--- src/rtl/core/indexed_list_store_top_defines.svh ---
// assertion macros used by the top module
`ifndef INDEXED_LIST_STORE_TOP_DEFINES_SVH
`define INDEXED_LIST_STORE_TOP_DEFINES_SVH

// same-cycle implication
`define ILS_ASSERT_NOW(lbl, ante, cons, msg) \
   lbl: assert property (@(posedge clock) disable iff (reset) (ante) |-> (cons)) \
      else $error(msg);

// next-cycle implication
`define ILS_ASSERT_NEXT(lbl, ante, cons, msg) \
   lbl: assert property (@(posedge clock) disable iff (reset) (ante) |=> (cons)) \
      else $error(msg);

`endif

--- src/rtl/core/ils_pkg.sv ---
package ils_pkg;

   localparam int CAPACITY_DEFAULT = 64;

   localparam int OP_W     = 3;
   localparam int POS_W    = 6;
   localparam int VAL_W    = 32;
   localparam int STATUS_W = 2;
   localparam int LEN_W    = 7;

   localparam logic [OP_W-1:0] OP_READ   = 3'd0;
   localparam logic [OP_W-1:0] OP_FRONT  = 3'd1;
   localparam logic [OP_W-1:0] OP_BACK   = 3'd2;
   localparam logic [OP_W-1:0] OP_AT     = 3'd3;
   localparam logic [OP_W-1:0] OP_DELETE = 3'd4;

   localparam logic [STATUS_W-1:0] ST_DONE  = 2'd0;
   localparam logic [STATUS_W-1:0] ST_RANGE = 2'd1;
   localparam logic [STATUS_W-1:0] ST_FULL  = 2'd2;

   localparam logic signed [VAL_W-1:0] MISS_VALUE = -32'sd1;

   typedef struct packed {
      logic ins;
      logic del;
      logic rd;
   } cell_ctrl_type;

endpackage

--- src/rtl/core/ils_cell.sv ---
module ils_cell #(
   parameter int CW = 7
) (
   input  logic                               clock,
   input  ils_pkg::cell_ctrl_type             ctrl,
   input  logic [CW-1:0]                      pos,
   input  logic [CW-1:0]                      idx,
   input  logic signed [ils_pkg::VAL_W-1:0]   ins_val,
   input  logic signed [ils_pkg::VAL_W-1:0]   left,
   input  logic signed [ils_pkg::VAL_W-1:0]   right,
   output logic signed [ils_pkg::VAL_W-1:0]   data_out,
   output logic signed [ils_pkg::VAL_W-1:0]   rd_out
);

   logic signed [ils_pkg::VAL_W-1:0] data_ff, data_in;
   logic signed [ils_pkg::VAL_W-1:0] rd_ff, rd_in;

   always_comb begin
      data_in = data_ff;
      if (ctrl.ins) begin
         if (idx > pos) begin
            data_in = left;
         end else if (idx == pos) begin
            data_in = ins_val;
         end
      end else if (ctrl.del && (idx >= pos)) begin
         data_in = right;
      end
   end

   always_comb begin
      rd_in = rd_ff;
      if (ctrl.rd) begin
         rd_in = (idx == pos) ? data_ff : '0;
      end
   end

   always_ff @(posedge clock) begin
      data_ff <= data_in;
      rd_ff   <= rd_in;
   end

   assign data_out = data_ff;
   assign rd_out   = rd_ff;

endmodule

--- config.mk ---
export PLATFORM = sky130hd
export DESIGN_NAME = ils_cell
export DESIGN_NICKNAME = d
export VERILOG_FILES = /design/src/rtl/core/indexed_list_store_top_defines.svh /design/src/rtl/core/ils_pkg.sv /design/src/rtl/core/ils_cell.sv
export SDC_FILE = /design/constraint.sdc
export NUM_CORES = 1
export LEC_CHECK = 0
export ABC_AREA = 0
export BUFFER_PORTS_ARGS = -buffer_cell sky130_fd_sc_hd__buf_2
export CORE_ASPECT_RATIO = 0.8
export CORE_MARGIN = 2
export CORE_UTILIZATION = 37
export CTS_CLUSTER_SIZE = 25
export DETAILED_ROUTE_END_ITERATION = 7
export PLACE_DENSITY_LB_ADDON = 0.2
export SLEW_MARGIN = 40
export SYNTH_ARGS = -nofsm -noshare
export SYNTH_HDL_FRONTEND = slang
export SYNTH_SLANG_ARGS = --single-unit
--- constraint.sdc ---
create_clock -name clock -period 6.5 [get_ports clock]
set_input_delay 0.325 -clock clock [delete_from_list [all_inputs] [get_ports clock]]
set_output_delay 0.325 -clock clock [all_outputs]
set_load 0.05 [all_outputs]
==> run summary <==
Crit path max fanout = 37
Root buffer cell = clkbuf_16
WL/cell = 17.5 um
CTS Buffer Depth = 2
Hold buffer count at CTS = 0
Post-CTS setup repair buffer count = 0
Port bufs = 177
I/O pin cnt = 178
Mapped Cells = 327
Final Util = 0.501
Register clock-pin slew on the reported worst setup and hold paths = 0.05 ns
RePlAce Congestion = 0.768
Routed Antenna Nets = 0
CTS tree = done
Die Wd = 114 um
Worst setup EP type = flip-flop
Status = finished clean
Share of cells above drive strength 1 = 0.414
Worst R2R Path Depth = 1
Worst EP arrival = 2.26 ns
Final HPWL DP = 7.15 mm
PwrDens = 273 nW/um^2
Final period util = 0.344
Total global-route track usage = 0.192
Yosys warning count = 0
Hold Startpoint = ins_val[23]
Die area = 10,500 um^2
Crit Reg-Reg Endpoint = rd_out[6]
CP Launch Point = pos[6]
Max Freq = 447 MHz
Post_cts resized = 0
Initial Util = 0.376
Hold Crit Class = in -> reg
Worst-Margin Slew = 0.750 ns
Netlist cell types = 23
Startpoint type of the worst setup path = input port
Synthesized area = 3590 um^2
Slew Viols, Final = 0
Core Area = 9530 um^2
Worst vdd ir = 105 uV
Final net count = 602
Hold endpoint = data_out[23]
Vias post-DR = 3,348
First-iteration detailed-routing DRC count = 191
RR Startpoint = data_out[6]
Drt first pass iters = 4
Antenna violations before repair = 0
Layout area overhead = 33.1%
Vias per cell = 5.53
Pre-CTS WS = 3.92 ns
Hold path depth = 3
RSZ-0062 raised after global routing = no
Residual overflow from global routing = 0
Max-Cap Viols = 0
Total negative slack = 0 ns
Final Setup Violations = 0
Largest net degree at the start of global routing = 89
WP data required = 6.52 ns
Syn nets = 448
Headroom to the max-slew limit = 0.500
Synth Register Bits = 64
Worst reg2reg setup slack = 5.64 ns
CTS Buf Count = 9
Drt drc = 0
Syn Area/Cell = 11.0 um^2
Total power = 1300 uW
Critical path class = in -> reg
Final Critical Period = 2.24 ns
Register area share after synthesis = 0.536
Pleak = 0.00216 uW
First-pass GRT wire length = 15.5 mm
Routed WL = 10.6 mm
Post-route setup slack = 4.26 ns
Filler cell count = 892
H-tree depth = 3
Diodes inserted = 0
Die H = 92.1 um
Clock Latency Late Sink = 0.31 ns
Sink Count = 64
Final Hold Fails = 0
Floorplan row count = 32
Vias in the first global route = 3,006
Clock Skew = 0.00339 ns
==> state kept, by name, indices dropped and copies added (netlist names) <==
register / count
rd_out: 32
data_out: 32
==> Yosys cell counts (all sizes together) <==
cell | number | area [um^2]
nor2 | 1 | 3.75
nand3 | 32 | 160
a21oi | 3 | 15.0
ha | 7 | 87.6
buf | 21 | 135
o31ai | 1 | 7.51
a21o | 1 | 7.51
clkbuf | 20 | 75.1
o21a | 2 | 15.0
o2111ai | 32 | 280
edfxtp | 64 | 1920
o21ai | 2 | 10.0
and3 | 33 | 206
and3b | 1 | 8.76
nand4 | 32 | 200
a31oi | 32 | 200
and2 | 1 | 8.76
inv | 7 | 26.3
nand2 | 2 | 7.51
nor2b | 32 | 200
and4 | 1 | 8.76
==> cell type report <==
class | instances | area (um^2) | share of cell area
repair buffers | 184 | 948 | 0.199
well taps | 119 | 149 | 0.0312
multi-input cells | 215 | 1450 | 0.304
flip-flops and latches | 64 | 1920 | 0.403
inverters | 7 | 26.3 | 0.00550
clock buffers | 10 | 229 | 0.0480
clock inverters | 6 | 50.0 | 0.0105
==> how the worst max path moves through the flow <==
stage          cells after the start  slack [ns]            to
4_1_cts                            8        4.26  data_out[18]
3_3_place_gp                       8        3.75   data_out[9]
2_1_floorplan                      7        3.20   data_out[0]
3_5_place_dp                       8        3.92  data_out[18]
5_1_grt                            8        4.13  data_out[20]
6_report                           8        4.26  data_out[20]
==> cells in the final DEF, fill, tap and decap left out, types with 2 or more instances in the layout <==
master | netlist | routed
edfxtp_1 | 64 | 64
and3_1 | 33 | 33
inv_1 | 7 | 7
nor2b_1 | 32 | 32
buf_2 | 15 | 176
a21oi_1 | 3 | 2
clkbuf_16 | 0 | 9
o2111ai_1 | 32 | 32
o21ai_2 | 0 | 2
a31oi_1 | 32 | 32
buf_4 | 0 | 7
ha_1 | 7 | 7
nand3_1 | 32 | 32
clkinv_1 | 0 | 4
nand4_1 | 32 | 32
==> where the power goes <==
group	total, uW	internal (uW)	switching (uW)	leakage, uW
logic	329	86.9	243	0.00139
clock network	452	291	161	0.000136
registers	523	504	18.5	0.000642
==> cells by family after synthesis <==
logic type	after synthesis	share of synthesized area
buffers and inverters	48	0.0659
AOI/OAI and AO/OA	73	0.149
and+or+nand+nor	135	0.224
DFF	64	0.536
adders and majority gates	7	0.0244
==> per-stage QoR <==
stage	cells	instance area, um^2	hold WS (ns)
global placement	588	4480	0.556
global route	605	4770	0.349
floorplan	327	3590	0.437
finish	605	4770	0.345
detailed placement	589	4500	0.557
CTS	605	4770	0.329
==> worst max-delay path, cell delays in order <==
cell     delay (ns)
buf_2          0.08
inv_1          0.03
ha_1           0.31
and4_1         0.20
buf_4          0.33
o31ai_1        0.18
a21oi_4        0.53
buf_8          0.26
==> metal layers <==
| layer | up-vias | global-route usage | routed length (um) |
|---|---|---|---|
| li1 | 1629 | - | - |
| met1 | 1571 | 0.252 | 4650 |
| met2 | 144 | 0.313 | 4950 |
| met3 | 4 | 0.0489 | 905 |
| met4 | 0 | 0.0600 | 66 |
| met5 | - | 0 | 0 |
Power figures use the tool's default switching activity.
